### config.mk
export PLATFORM = sky130hd
export DESIGN_NAME = derivation_path_parser
export DESIGN_NICKNAME = d
export VERILOG_FILES = /design/src/sv/dpp_pkg.sv /design/src/sv/dpp_cfg.sv /design/src/sv/dpp_step.sv /design/src/sv/derivation_path_parser.sv
export VERILOG_INCLUDE_DIRS = /design/src /design/src/sv
export SDC_FILE = /design/constraint.sdc
export NUM_CORES = 1
export LEC_CHECK = 0
export CORE_MARGIN = 2
export CORE_UTILIZATION = 49
export DETAILED_ROUTE_END_ITERATION = 8
export DONT_BUFFER_PORTS = 1
export HOLD_SLACK_MARGIN = 0.1
export PLACE_DENSITY = 0.61
export SLEW_MARGIN = 20
export SYNTH_ARGS = -nofsm -noshare
export SYNTH_HDL_FRONTEND = slang
export SYNTH_SLANG_ARGS = --single-unit
export TNS_END_PERCENT = 30
### constraint.sdc
create_clock -name clk -period 4.2 [get_ports clk]
set_input_delay 0 -clock clk [delete_from_list [all_inputs] [get_ports clk]]
set_output_delay 0 -clock clk [all_outputs]
set_load 0.1 [all_outputs]
### src/sv/derivation_path_parser_defines.svh
// Assertion macros for the derivation path parser.
// Used by derivation_path_parser.sv; expects clk and rst in scope.
`ifndef DERIVATION_PATH_PARSER_DEFINES_SVH
`define DERIVATION_PATH_PARSER_DEFINES_SVH

// Same-cycle implication, disabled during reset.
`define DPP_ASSERT_NOW(lbl, ante, cons, msg) \
  lbl: assert property (@(posedge clk) disable iff (rst) (ante) |-> (cons)) \
    else $error(msg);

// Next-cycle implication, disabled during reset.
`define DPP_ASSERT_NEXT(lbl, ante, cons, msg) \
  lbl: assert property (@(posedge clk) disable iff (rst) (ante) |=> (cons)) \
    else $error(msg);

`endif

### src/sv/dpp_pkg.sv
// Shared types and constants for the derivation path parser.
// No dependencies; imported by dpp_cfg, dpp_step and the top level.
`timescale 1ns / 1ps

package dpp_pkg;

  localparam logic [2:0] PH_M      = 3'd0;
  localparam logic [2:0] PH_AFTERM = 3'd1;
  localparam logic [2:0] PH_START  = 3'd2;
  localparam logic [2:0] PH_DIGITS = 3'd3;
  localparam logic [2:0] PH_AFTERH = 3'd4;
  localparam logic [2:0] PH_ERR    = 3'd5;

  localparam logic [1:0] ST_OK   = 2'd0;
  localparam logic [1:0] ST_BAD  = 2'd1;
  localparam logic [1:0] ST_DEEP = 2'd2;

  localparam logic [7:0] CH_M     = 8'h6d;
  localparam logic [7:0] CH_SLASH = 8'h2f;
  localparam logic [7:0] CH_APOS  = 8'h27;
  localparam logic [7:0] CH_LOW_H = 8'h68;
  localparam logic [7:0] CH_UP_H  = 8'h48;
  localparam logic [7:0] CH_ZERO  = 8'h30;
  localparam logic [7:0] CH_NINE  = 8'h39;
  localparam logic [7:0] CH_NUL   = 8'h00;

  localparam logic [31:0] HARD_BIT = 32'h8000_0000;

  localparam logic [7:0] DEPTH_LIMIT_RST = 8'd8;
  localparam logic       REG_DEPTH_LIMIT = 1'b0;

  typedef struct packed {
    logic [2:0]  phase;
    logic [31:0] value_acc;
    logic [7:0]  comp_count;
    logic [1:0]  err_code;
  } state_t;

  typedef struct packed {
    logic        emit;
    logic [31:0] index;
    logic        index_valid;
    logic        done_res;
    logic [1:0]  status;
    logic [7:0]  count;
  } result_t;

endpackage

### src/sv/dpp_cfg.sv
// APB-style register block holding depth_limit.
// Depends on dpp_pkg.
`timescale 1ns / 1ps

module dpp_cfg (
  input  logic        clk,
  input  logic        rst,
  input  logic        psel,
  input  logic        penable,
  input  logic        pwrite,
  input  logic [2:0]  paddr,
  input  logic [31:0] pwdata,
  output logic [31:0] prdata,
  output logic        pready,
  output logic [7:0]  depth_limit
);
  import dpp_pkg::*;

  logic wr_en;
  logic sel_depth;

  assign pready    = 1'b1;
  assign sel_depth = (paddr[2] == REG_DEPTH_LIMIT);
  assign wr_en     = psel & penable & pwrite & pready;

  always_ff @(posedge clk) begin
    if (rst) begin
      depth_limit <= DEPTH_LIMIT_RST;
    end else if (wr_en && sel_depth) begin
      depth_limit <= pwdata[7:0];
    end
  end

  assign prdata = sel_depth ? {24'd0, depth_limit} : 32'd0;

endmodule

### src/sv/dpp_step.sv
// Per-character parse step: next state and result for one path byte.
// Depends on dpp_pkg.
`timescale 1ns / 1ps

module dpp_step (
  input  dpp_pkg::state_t  cur,
  input  logic [7:0]       ch,
  input  logic [7:0]       depth_limit,
  output dpp_pkg::state_t  nxt,
  output dpp_pkg::result_t res
);
  import dpp_pkg::*;

  logic        is_digit;
  logic        is_hard;
  logic [3:0]  digit;
  logic [35:0] wide;
  logic        ovf;
  logic [7:0]  cnt_inc;
  logic [1:0]  st;

  assign is_digit = (ch >= CH_ZERO) && (ch <= CH_NINE);
  assign is_hard  = (ch == CH_APOS) || (ch == CH_LOW_H) || (ch == CH_UP_H);
  assign digit    = ch[3:0];
  // acc * 10 + digit as shift-add
  assign wide     = ({4'd0, cur.value_acc} << 3) + ({4'd0, cur.value_acc} << 1)
                  + {32'd0, digit};
  assign ovf      = |wide[35:32];
  assign cnt_inc  = cur.comp_count + 8'd1;

  always_comb begin
    nxt = cur;
    res = '0;
    st  = ST_OK;
    if (ch == CH_NUL) begin
      case (cur.phase)
        PH_M:   st = ST_BAD;
        PH_ERR: st = cur.err_code;
        default: st = ST_OK;
      endcase
      res.emit     = 1'b1;
      res.done_res = 1'b1;
      res.status   = st;
      if (cur.phase == PH_DIGITS) begin
        res.index       = cur.value_acc;
        res.index_valid = 1'b1;
        res.count       = cnt_inc;
      end else if (st == ST_OK) begin
        res.count = cur.comp_count;
      end
      nxt = '0;
      nxt.phase = PH_M;
    end else begin
      case (cur.phase)
        PH_M: begin
          if (ch == CH_M) begin
            nxt.phase = PH_AFTERM;
          end else begin
            nxt.phase = PH_ERR; nxt.err_code = ST_BAD;
          end
        end
        PH_AFTERM, PH_AFTERH: begin
          if (ch == CH_SLASH) begin
            nxt.phase = PH_START;
          end else begin
            nxt.phase = PH_ERR; nxt.err_code = ST_BAD;
          end
        end
        PH_START: begin
          if (cur.comp_count >= depth_limit) begin
            nxt.phase = PH_ERR; nxt.err_code = ST_DEEP;
          end else if (is_digit) begin
            nxt.value_acc = {28'd0, digit};
            nxt.phase     = PH_DIGITS;
          end else begin
            nxt.phase = PH_ERR; nxt.err_code = ST_BAD;
          end
        end
        PH_DIGITS: begin
          if (is_digit) begin
            if (ovf) begin
              nxt.phase = PH_ERR; nxt.err_code = ST_BAD;
            end else begin
              nxt.value_acc = wide[31:0];
            end
          end else if (is_hard) begin
            if ((cur.value_acc & HARD_BIT) != 32'd0) begin
              nxt.phase = PH_ERR; nxt.err_code = ST_BAD;
            end else begin
              res.emit        = 1'b1;
              res.index       = cur.value_acc | HARD_BIT;
              res.index_valid = 1'b1;
              nxt.comp_count  = cnt_inc;
              nxt.phase       = PH_AFTERH;
            end
          end else if (ch == CH_SLASH) begin
            res.emit        = 1'b1;
            res.index       = cur.value_acc;
            res.index_valid = 1'b1;
            nxt.comp_count  = cnt_inc;
            nxt.phase       = PH_START;
          end else begin
            nxt.phase = PH_ERR; nxt.err_code = ST_BAD;
          end
        end
        default: ;
      endcase
    end
  end

endmodule

### src/sv/derivation_path_parser.sv
// Derivation path parser top level: input register, parse step, result register.
// Depends on dpp_pkg, dpp_cfg, dpp_step and derivation_path_parser_defines.svh.
//
// Usage: path characters enter on the s_* stream, one byte per beat, in
// s_tdata[7:0]. A zero byte ends a path. Each finished component leaves on
// the m_* stream with m_tuser (index_valid) set; the terminator always
// gives one beat with m_tlast (done_res) set carrying status and count.
// Bytes that finish nothing give no output beat.
// Pipeline: a taken byte passes the input register, then the parse step into the result register.
// Throughput: one byte per cycle while the output is not held; the parse state,
// updated by one shift-add and compare step, is the only loop.
// Stall: a held output beat stays put; the input register still takes a
// byte while it is empty, then backs up.
// Reset clears both stages and the parse state; depth_limit returns to 8. The user
// writes depth_limit (APB address 0) only while the stream is idle; nothing checks it.
`timescale 1ns / 1ps
`include "derivation_path_parser_defines.svh"

module derivation_path_parser (
  input  logic        clk,
  input  logic        rst,
  input  logic        s_tvalid,
  output logic        s_tready,
  input  logic [7:0]  s_tdata,   // [7:0] ch
  output logic        m_tvalid,
  input  logic        m_tready,
  output logic [47:0] m_tdata,   // [31:0] index, [33:32] status, [41:34] count, zero pad
  output logic        m_tuser,   // index_valid
  output logic        m_tlast,   // done_res
  input  logic        psel,
  input  logic        penable,
  input  logic        pwrite,
  input  logic [2:0]  paddr,
  input  logic [31:0] pwdata,
  output logic [31:0] prdata,
  output logic        pready
);
  import dpp_pkg::*;

  logic       in_valid;
  logic [7:0] ch_q;
  logic       advance;
  logic [7:0] depth_limit;
  state_t     state;
  state_t     state_next;
  result_t    res;
  logic [31:0] out_index;
  logic [1:0]  out_status;
  logic [7:0]  out_count;

  dpp_cfg u_cfg (
    .clk        (clk),
    .rst        (rst),
    .psel       (psel),
    .penable    (penable),
    .pwrite     (pwrite),
    .paddr      (paddr),
    .pwdata     (pwdata),
    .prdata     (prdata),
    .pready     (pready),
    .depth_limit(depth_limit)
  );

  dpp_step u_step (
    .cur        (state),
    .ch         (ch_q),
    .depth_limit(depth_limit),
    .nxt        (state_next),
    .res        (res)
  );

  assign advance  = !m_tvalid || m_tready;
  assign s_tready = advance || !in_valid;

  always_ff @(posedge clk) begin
    if (rst) begin
      in_valid <= 1'b0;
    end else if (s_tready) begin
      in_valid <= s_tvalid;
    end
  end

  always_ff @(posedge clk) begin
    if (s_tready) begin
      ch_q <= s_tdata;
    end
  end

  always_ff @(posedge clk) begin
    if (rst) begin
      state    <= '0;
      m_tvalid <= 1'b0;
    end else if (advance) begin
      m_tvalid <= in_valid && res.emit;
      if (in_valid) begin
        state <= state_next;
      end
    end
  end

  always_ff @(posedge clk) begin
    if (advance && in_valid) begin
      out_index  <= res.index;
      out_status <= res.status;
      out_count  <= res.count;
      m_tuser    <= res.index_valid;
      m_tlast    <= res.done_res;
    end
  end

  assign m_tdata = {6'd0, out_count, out_status, out_index};

  `DPP_ASSERT_NEXT(a_term_clears, advance && in_valid && (ch_q == CH_NUL), state.phase == PH_M, "terminator did not clear the parse state")
  `DPP_ASSERT_NOW(a_mid_has_index, m_tvalid && !m_tlast, m_tuser && (out_status == ST_OK), "non-final beat without an index")
  `DPP_ASSERT_NOW(a_bad_no_count, m_tvalid && (out_status != ST_OK), out_count == 8'd0 && m_tlast, "error status with nonzero count")
  `DPP_ASSERT_NOW(a_no_index_zero, m_tvalid && !m_tuser, out_index == 32'd0, "index set without index_valid")

endmodule

# Word level (Yosys, flattened, before mapping)
# Cells that the tools add are included.
# op_classes
magnitude_cmp	3
n_eq_ne	20
addsub	3
n_reduce_logical	23
n_mux	41
bitwise	3
# ops
operator	n
2-to-1 mux 34 bit	6
2-to-1 mux 32 bit	4
one-hot mux 32 bit (2 select lines)	1
2-to-1 mux 8 bit	7
2-to-1 mux 45 bit	1
adder 35 x 33 -> 36 bit	1
adder 36 x 4 -> 36 bit	1
2-to-1 mux 33 bit	1
equality test 8 x 7 -> 1 bit, second input constant	3
2-to-1 mux 3 bit	7
equality test 8 x 6 -> 1 bit, second input constant	2
2-to-1 mux 2 bit	8
AND reduction 7 bit	2
one-hot mux 3 bit (4 select lines)	1
2-to-1 mux 11 bit	1
2-to-1 mux 10 bit	1
adder 8 x 1 -> 8 bit, second input constant	1
greater-or-equal comparator 8 x 6 -> 1 bit, second input constant	1
greater-or-equal comparator 8 bit	1
less-or-equal comparator 8 x 6 -> 1 bit, second input constant	1
zero test 8 bit	1
inequality test 4 bit, second input constant	2
one-hot mux 2 bit (4 select lines)	1
equality test 3 x 2 -> 1 bit, second input constant	2
other kinds (23)	36
# word_totals
regBits	107
in_bits	50
out_inout_bits	85
wordCells	106

# Longest topological paths before layout
# Gate-level depths: netlist of run 1.
# depth
word_depth	8
mapped_depth	14
mapped_depth_nobuf	13

# By module
# A second synthesis of run 1 with hierarchy kept.
# hier_totals
hier_cells	917
area_unflattened_um2	8429.3
# by_module_without_submodules
mod	cells_per_inst	instances	seq_area_each_um2	area_per_inst_um2
dpp_step	584	1	0.0	4051.4
derivation_path_parser	263	1	2502.4	3752.3
dpp_cfg	70	1	160.2	625.6

# Worst setup path after synthesis of run 1
# Ideal clock, no wire load.
# synth_path
path_kind	register to register
startpoint	register m_tvalid
endpoint	register state[25] in the netlist's numbering
t_arrival_ps	3633
period_less_slack_ps	3749
path_stages_with_launch	8
setup_time_ps	116
t_required_ps	4084
path_buffers	2
slack_ps	451
cell_sequence	dfxtp_1 > nor2b_1 > nor2b_1 > clkbuf_1 > o21ai_0 > a31o_2 > buf_6 > a31o_2
# synth_between
elab_chain_len	3
# synth_lines
item	line	text
from (decl)	derivation_path_parser.sv:25	output logic m_tvalid,
from (signal assigned)	derivation_path_parser.sv:94	m_tvalid <= in_valid && res.emit;
zero test 1 bit	derivation_path_parser.sv:72	assign advance = !m_tvalid || m_tready;
logical OR 1 bit	derivation_path_parser.sv:72	
AND reduction 7 bit (no line)	-	
to (signal assigned)	derivation_path_parser.sv:96	state <= state_next;
to (decl)	derivation_path_parser.sv:44	state_t state;
# No other way between the ends.
# A chain may end at the register's enable or synchronous reset.

# Final worst setup path of run 1
# layout_path
startpoint	register state[10] in the netlist's numbering
endpoint	register state[38] in the netlist's numbering
# layout_between
elab_chain_len	6
word_cells_on_any_way	9
cone_classes	add/sub (2); eq/ne (1); mux (4); reduce/logical (2)
# layout_lines
item	line	text
adder 35 x 33 -> 36 bit (*)	dpp_step.sv:26	assign wide = ({4'd0, cur.value_acc} << 3) + ({4'd0, cur.value_acc} << 1)
adder 36 x 4 -> 36 bit (*)	dpp_step.sv:27	+ {32'd0, digit};
2-to-1 mux 32 bit	dpp_step.sv:81	if (ovf) begin
2-to-1 mux 32 bit	dpp_step.sv:80	if (is_digit) begin
one-hot mux 32 bit (2 select lines)	dpp_step.sv:54	case (cur.phase)
2-to-1 mux 45 bit	dpp_step.sv:35	if (ch == CH_NUL) begin
# Every way passes the cells marked *; elsewhere a longest branch is shown, timed or not. The select of a mux whose other input is x is not followed.

==> impl_metrics.ini, run 1 <==
[outcome]
status = completed

[synthesis]
synth_seq_cells = 107
synthCells = 819
synth_area_leader_cell = edfxtp_1
synth-seq-area-share = 0.363
yosys_warnings = 0
synth_flop_cell = dfxtp_1
ys_types = 74
synth_commonest_cells = nand2_1 (117), ha_1 (73), a21oi_1 (64), nor2_1 (59), dfxtp_1 (55)
yosysMostFrequentCell = nand2_1
synth_edf_count = 52
synth_top_area_share = 0.213
synthArstFlopShare = 0
synth.avg_cell_area_um2 = 8.94
synth_area_um2 = 7330
synth_area_leaders = edfxtp_1 (21%), dfxtp_1 (15%), ha_1 (12%)

[power_and_ir_drop]
sequentialPowerShare = 0.522
p_int_mw = 1.59
pwr-share-clk = 0.379
netSwitchingFraction = 0.294
p_per_area_nw_per_um2 = 280
p_switching_uw = 662
power_mw = 2.25
power_leakage_nw = 3.47
vdd_drop_max_uv = 171
power_frac_comb = 0.100

[routing]
drt_wl_total_um = 17500
drt_iter0_markers = 520
viasPerCell = 5.81
vias = 5974
drc = 0
first_pass_iters = 6
wl_per_cell_um = 17.0
ant_nets = 0

[cts]
cts_setup_buffers = 0
cts_buffers = 9
clock_sinks = 107
insertion_delay_ns = 0.36
hold_buffers = 31
htreeDepth = 3
cts_tree = built
cts-root-buf = clkbuf_16
clkTransAtPathRegs_ns = 0.07
clock_path_buffers = 2
post_cts_resized = 0

[worst_setup_path]
cp.required_ns = 4.50
cp_slowest_cell = and4bb_1
crit_path_max_fanout = 13
worst_setup_path_start_kind = register
slowest_delay_ns = 0.62
crit_path_end_kind = register
critPathKind = reg -> reg
path_cells = inv_1 > fa_1 > fa_1 > nand2b_1 > a21oi_1 > o21ai_0 > a21oi_1 > or2_2 > a221o_1 > and4bb_1 > buf_4 > nand3_1 > o21ai_2
cp.arrival_ns = 4.26

[global_routing]
met3_usage = 0.0285
grt-ovfl-total = 0
grt_max_degree = 38
met1_usage = 0.302
grt-busiest-layer = met2
grt_pass1_wl_um = 29000
antenna_found_initial = 1
grt_pass1_vias = 5756
use_met2 = 0.366
track_usage = 0.225

[placement]
placed_area_um2 = 7420
dp.cells = 982
gp_congestion = 0.912
io_buffer_count = 0
dp_hpwl_um = 12400

[floorplan]
placementRows = 44
io_pins = 135
initial_core_util = 0.502
core-area_um2 = 14600
die_w_um = 126
die_h_um = 126
die_area_um2 = 15900

[timing]
rsz0062_at_grt = false
fmax_ghz = 0.253
setup_viol = 0
tns_ns = 0
period_needed_ns = 3.96
slew_viol_final = 0
finalHoldViolations = 0
max_slew_margin = 0.281
holdWs_ns = 0.119
worst_pin_slew_ns = 1.08
min_period_over_period = 0.942
skew_ns = 0.00824

[layout]
areaGrowthSynthToFinish_pct = 9.56
stdcell_area_um2 = 8030
stdcell_count = 1029
nNetsFinal = 965
antenna_cells = 0
layout-drive-gt1-share = 0.0935

[min_path]
hp-class = in -> reg

[flow_run]
maxCapViolCount = 0
-- worst max-delay path: cells and delay by family (launching register included) --
family | cells | cell delay [ns]
AOI/OAI and AO/OA | 5 | 1.06
adders and majority gates | 2 | 0.97
DFF | 1 | 0.37
buffers and inverters | 2 | 0.39
and+or+nand+nor | 4 | 1.10
-- final timing paths --
path / startpoint / to / slack [ns] / cells past startpoint
max: state[10]$_SDFFE_PP0P_ / state[38]$_SDFFE_PP0P_ / 0.24 / 13
min: pwrite / u_cfg.depth_limit[4]$_SDFFE_PP0P_ / 0.12 / 3
max reg2reg: state[10]$_SDFFE_PP0P_ / state[38]$_SDFFE_PP0P_ / 0.24 / 13
min reg2reg: u_cfg.depth_limit[4]$_SDFFE_PP0P_ / u_cfg.depth_limit[4]$_SDFFE_PP0P_ / 0.48 / 2
-- state kept, by name (all words and copies together), names as in the netlist --
register	cells
state	45
out_index	32
ch_q	8
out_count	8
u_cfg.depth_limit	8
out_status	2
in_valid	1
m_tlast	1
m_tuser	1
m_tvalid	1
-- stage by stage --
step           utilization  setup WS [ns]
2_1_floorplan            -          0.451
3_3_place_gp         0.509          0.465
3_5_place_dp         0.509          0.332
4_1_cts              0.550          0.310
5_1_grt              0.550        0.00843
6_report             0.550          0.243
-- cell type report --
type | count | area, um2
sequential | 107 | 2660
timing repair buffer | 43 | 413
tap | 184 | 230
clock inverter | 6 | 43.8
multi-input combinational | 653 | 4330
clock buffer | 10 | 250
fill | 1295 | 6560
inverter | 26 | 97.6
-- placed cells by master, fill, tap and decap left out, drive strengths merged, types with 7 or more instances in the layout --
master	count
nand3	14
buf	12
conb	31
xnor2	16
dlygate4sd3	31
ha	73
nand4	12
dfxtp	55
nor3	15
clkbuf	10
o21ai	71
o211ai	8
nand2b	7
inv	28
and2	32
o21bai	7
a21o	13
nand3b	7
edfxtp	52
nor2	59
and3	10
nand2	117
xor2	9
a21oi	64
-- cells by family after synthesis --
logic type / share of synthesized area
other: 0.00103
buffers and inverters: 0.0646
adder cells (fa/ha/maj): 0.130
AO/OA/AOI/OAI: 0.194
AND/OR/NAND/NOR: 0.204
multiplexers: 0.0113
flip-flops: 0.363
XOR/XNOR: 0.0309
-- routing by layer --
layer | vias up | part of all wire
li1 | 2944 | -
met1 | 2839 | 0.47
met2 | 158 | 0.47
met3 | 33 | 0.028
met4 | 0 | 0.026
met5 | - | 0
-- power by group through the flow --
stage | sequential, mW | clock (mW) | combinational (mW)
6_report | 1.17 | 0.852 | 0.224
5_1_grt | 1.18 | 0.907 | 0.235
4_1_cts | 1.17 | 0.874 | 0.222
3_5_place_dp | 1.20 | 0 | 0.201
3_3_place_gp | 1.20 | 0 | 0.199
2_1_floorplan | 1.19 | 0 | 0.215
Power figures use the tool's default switching activity.
==> inputs of run 2 (changes only) <==
--- a/config.mk
+++ b/config.mk
@@ -6,6 +6,7 @@
 export SDC_FILE = /design/constraint.sdc
 export NUM_CORES = 1
 export LEC_CHECK = 0
+export CAP_MARGIN = 10
 export CORE_MARGIN = 2
 export CORE_UTILIZATION = 49
 export DETAILED_ROUTE_END_ITERATION = 8
==> constraint.sdc (replaced) <==
create_clock -name clk -period 4.2 [get_ports clk]
set_input_delay 0 -clock clk [delete_from_list [all_inputs] [get_ports clk]]
set_output_delay 0 -clock clk [all_outputs]
set_load 0.05 [all_outputs]
==> run 2 against run 1 <==
Fmax rose by 4.6%. Count of clock-buffer cells in the layout rose by 3. Non-clock buffer count fell by 5. Cell count fell by 0.49%. Flip-flop and latch count did not move.
==> impl_metrics.ini, run 2 (synthesized netlist as in run 1, its figures left out) <==
[cts]
cts_tree = built
cts_setup_buffers = 0
htreeDepth = 3
clkTransAtPathRegs_ns = 0.07
clock_sinks = 107
clock_path_buffers = 2
cts-root-buf = clkbuf_16
cts_buffers = 9
insertion_delay_ns = 0.36

[worst_setup_path]
worst_setup_path_start_kind = register
crit_path_max_fanout = 13
reg2reg_setup_slack_ns = 0.42
cp.arrival_ns = 3.99
cp.required_ns = 4.41
critPathKind = reg -> reg
crit_path_end_kind = register

[routing]
first_pass_iters = 5
wl_per_cell_um = 17.1
drt_wl_total_um = 17600
viasPerCell = 5.83
wl_met2_um = 8160
met1_length_um = 8050
ant_nets = 0
wl_met3_um = 804
routed.top_layer = met4
drt_iter0_markers = 426
drc = 0
vias = 5973

[timing]
setup_viol = 0
tns_ns = 0
min_period_over_period = 0.900
skew_ns = 0.00913
holdWs_ns = 0.134
max_slew_margin = 0.354
slew_viol_final = 0
timing.final.ws_setup_ns = 0.418
finalHoldViolations = 0
worst_pin_slew_ns = 0.966
rsz0062_at_grt = false
fmax_ghz = 0.264
period_needed_ns = 3.78

[global_routing]
track_usage = 0.227
antenna_found_initial = 0
grt_max_degree = 38
grt_pass1_vias = 5784
grt-ovfl-total = 0
grt_pass1_wl_um = 29300

[power_and_ir_drop]
p_per_area_nw_per_um2 = 276
vdd_drop_max_uv = 184
power_leakage_nw = 3.44

[floorplan]
io_pins = 135
core-area_um2 = 14600
placementRows = 44
die_h_um = 126
initial_core_util = 0.502
die_w_um = 126
die_area_um2 = 15900

[layout]
antenna_cells = 0
utilization = 0.547
mostFrequentLayoutCells = nand2_1 (117), ha_1 (73), a21oi_1 (64), nor2_1 (58), dfxtp_1 (55)
layout-drive-gt1-share = 0.0786
largest_reg_flops = 45
layout_commonest_cell = nand2_1
areaGrowthSynthToFinish_pct = 8.88
stdcell_count = 1024
top_register = state
nNetsFinal = 960
nFillCells = 1316
reg_top3 = state x45, out_index x32

[outcome]
status = completed

[placement]
io_buffer_count = 0
dp_hpwl_um = 12500
gp_congestion = 0.895
dp_slack_ns = 0.349
dp.cells = 979

[min_path]
hp-class = in -> reg

[flow_run]
maxCapViolCount = 0
[run 2: area by class of cell]
class | count | area (um2) | share of cell area
clock inverter | 3 | 45.0 | 0.00565
sequential | 107 | 2660 | 0.334
multi-input combinational | 653 | 4310 | 0.540
clock buffer | 13 | 262 | 0.0328
inverter | 26 | 97.6 | 0.0122
tap | 184 | 230 | 0.0289
timing repair buffer | 38 | 370 | 0.0464
[run 2: layer usage]
layer  global-route usage  vias to the layer above
met2                0.369                      191
met5                    0                        -
li1                     -                     2930
met3               0.0327                       40
met4                0.105                        0
met1                0.301                     2812
[run 2: worst paths after layout]
check,from,depth (start not counted),endpoint
max,state[10]$_SDFFE_PP0P_,13,state[41]$_SDFFE_PP0P_
min,pwrite,3,u_cfg.depth_limit[1]$_SDFFE_PP0P_
max reg2reg,state[10]$_SDFFE_PP0P_,13,state[41]$_SDFFE_PP0P_
min reg2reg,u_cfg.depth_limit[1]$_SDFFE_PP0P_,2,u_cfg.depth_limit[1]$_SDFFE_PP0P_
[run 2: critical path, stage by stage, from the launching register on]
cell      delay, ns
dfxtp_1        0.37
inv_1          0.09
fa_1           0.56
fa_1           0.20
nand2b_1       0.15
a21oi_1        0.11
o21ai_0        0.51
a21oi_1        0.18
or2_2          0.35
a221o_1        0.37
and4bb_2       0.37
buf_4          0.24
nand2_1        0.07
o31ai_1        0.06
[run 2: repair_timing]
action | 4_1_cts | 5_1_grt
endpoints found under the hold margin | 35 | 0
setup endpoints to repair | 0 | 5
hold buffers | 29 | 0
gates resized for setup | 0 | 1
[run 2: where the power goes]
| part | internal, mW | switching, mW |
|---|---|---|
| Clock | 0.501 | 0.391 |
| Combinational | 0.0375 | 0.120 |
| Sequential | 1.11 | 0.0427 |
[run 2: stage by stage]
step | power, mW | cell area, um2
5_1_grt | 2.27 | 7980
6_report | 2.20 | 7980
2_1_floorplan | 1.31 | 7430
3_5_place_dp | 1.31 | 7380
3_3_place_gp | 1.31 | 7380
4_1_cts | 2.22 | 7980
==> inputs of run 3 (changes only) <==
--- a/config.mk
+++ b/config.mk
@@ -7,6 +7,7 @@
 export NUM_CORES = 1
 export LEC_CHECK = 0
 export CAP_MARGIN = 10
+export CORE_ASPECT_RATIO = 1.5
 export CORE_MARGIN = 2
 export CORE_UTILIZATION = 49
 export DETAILED_ROUTE_END_ITERATION = 8
==> run 3 against run 2 <==
Worst hold slack lost 0.015 ns. Fmax shrank 2.0%. Global-route usage grew 0.068 points. Flip-flop and latch count is the same. Combinational power shrank 3%. Die area grew 0.13%. First-iteration DRC count shrank 39%. Final area shrank 1.4%. Total power shrank 3.3%. Non-clock buffer count shrank 10. Core utilization shrank 0.79 points. Sequential share of layout area grew 0.48 points. Critical path type unchanged. Critical endpoint is now state[23]$_SDFFE_PP0P_. Largest cell class unchanged.
==> impl_metrics.ini, run 3 (synthesized netlist as in run 1, its figures left out) <==
[layout]
top_register = state
reg_top3 = state x45, out_index x32
layout-drive-gt1-share = 0.0807
utilization = 0.539
areaGrowthSynthToFinish_pct = 7.34
stdcell_area_um2 = 7860
mostFrequentLayoutCells = nand2_1 (117), ha_1 (73), a21oi_1 (64), nor2_1 (58), dfxtp_1 (55)
layout_commonest_cell = nand2_1
nNetsFinal = 950
stdcell_count = 1026
antenna_cells = 0
largest_reg_flops = 45

[power_and_ir_drop]
netSwitchingFraction = 0.270
vdd_drop_max_uv = 182
pwr-share-clk = 0.387
power_mw = 2.13
p_switching_uw = 575
p_int_mw = 1.55
power_frac_comb = 0.072
p_per_area_nw_per_um2 = 271
power_leakage_nw = 3.40
sequentialPowerShare = 0.541

[cts]
htreeDepth = 3
clock_path_buffers = 2
clkTransAtPathRegs_ns = 0.08
cts-root-buf = clkbuf_16
cts_tree = built
insertion_delay_ns = 0.36
cts_setup_buffers = 0
clock_sinks = 107
cts_buffers = 9

[floorplan]
die_h_um = 154
initial_core_util = 0.502
placementRows = 54
die_area_um2 = 16000
core-area_um2 = 14600
io_pins = 135
die_w_um = 104

[worst_setup_path]
cp_slowest_cell = fa_1
cp.arrival_ns = 4.11
slowest_delay_ns = 0.60
crit_path_end_kind = register
worst_setup_path_start_kind = register
crit_path_max_fanout = 15
reg2reg_setup_slack_ns = 0.34
cp.required_ns = 4.46
critPathKind = reg -> reg
path_cells = inv_1 > fa_1 > fa_1 > nand2b_1 > a21oi_1 > o21ai_0 > a21oi_1 > or2_2 > a221o_1 > and4bb_1 > buf_4 > nand3b_1 > o21ai_2

[timing]
finalHoldViolations = 0
slew_viol_final = 0
setup_viol = 0
rsz0062_at_grt = false
tns_ns = 0
fmax_ghz = 0.259
timing.final.ws_setup_ns = 0.341
max_slew_margin = 0.377
period_needed_ns = 3.86
skew_ns = 0.00907
worst_pin_slew_ns = 0.933
min_period_over_period = 0.919
holdWs_ns = 0.119

[global_routing]
antenna_found_initial = 0
grt_pass1_wl_um = 29400
grt_max_degree = 52
grt-ovfl-total = 0
grt_pass1_vias = 5980
track_usage = 0.228

[placement]
gp_congestion = 0.876
io_buffer_count = 0
dp_slack_ns = 0.342
placed_area_um2 = 7390
dp_hpwl_um = 13200
dp.cells = 991

[routing]
wl_per_cell_um = 17.4
wl_met2_um = 9610
routed.top_layer = met4
viasPerCell = 5.70
drt_iter0_markers = 259
drc = 0
drt_wl_total_um = 17900
met1_length_um = 7190
vias = 5850
ant_nets = 0
wl_met3_um = 598
first_pass_iters = 4

[flow_run]
maxCapViolCount = 0

[outcome]
status = completed

[min_path]
hp-class = in -> reg
==> run 3: changes by cell type in the layout (fill, tap and decap cells not counted), sizes merged <==
cell	before	now
bufinv	1	0
clkbuf	13	10
clkinv	2	3
clkinvlp	0	1
dlygate4sd3	29	19
inv	26	28
==> run 3: worst max-delay path: cells and delay by family (launching register included) <==
family,cells,cell delay [ns]
AO/OA/AOI/OAI,5,1.14
AND/OR/NAND/NOR,4,0.98
adder cells (fa/ha/maj),2,0.81
flip-flops,1,0.47
buffers and inverters,2,0.36
==> run 3: cell type report <==
class / count / area, um2
Inverter: 26 / 97.6
Sequential cell: 107 / 2660
Multi-Input combinational cell: 653 / 4310
Clock inverter: 6 / 50.0
Clock buffer: 10 / 229
Tap cell: 196 / 245
Fill cell: 1369 / 6730
Timing Repair Buffer: 28 / 270
==> run 3: final timing paths <==
kind                                      from                                end  depth (start not counted)
max                          ch_q[3]$_DFFE_PP_             state[23]$_SDFFE_PP0P_                         13
min                                    penable  u_cfg.depth_limit[5]$_SDFFE_PP0P_                          3
max reg2reg                  ch_q[3]$_DFFE_PP_             state[23]$_SDFFE_PP0P_                         13
min reg2reg  u_cfg.depth_limit[4]$_SDFFE_PP0P_  u_cfg.depth_limit[4]$_SDFFE_PP0P_                          2
==> run 3: power by group through the flow <==
| stage | Sequential (mW) | Clock (mW) | Combinational, mW |
|---|---|---|---|
| 2_1_floorplan | 1.16 | 0 | 0.150 |
| 5_1_grt | 1.15 | 0.888 | 0.165 |
| 3_3_place_gp | 1.17 | 0 | 0.133 |
| 6_report | 1.15 | 0.824 | 0.153 |
| 4_1_cts | 1.15 | 0.840 | 0.153 |
| 3_5_place_dp | 1.17 | 0 | 0.136 |
==> run 3: routing by layer <==
| layer | GRT usage | up-vias |
|---|---|---|
| met2 | 0.433 | 147 |
| met5 | 0 | - |
| met3 | 0.0339 | 35 |
| met4 | 0.0946 | 0 |
| met1 | 0.251 | 2763 |
| li1 | - | 2905 |
==> run 3: timing repair <==
| action | CTS | global route |
|---|---|---|
| endpoints found under the hold margin | 35 | 0 |
| hold buffers | 19 | 0 |
| gates resized for setup | 0 | 0 |
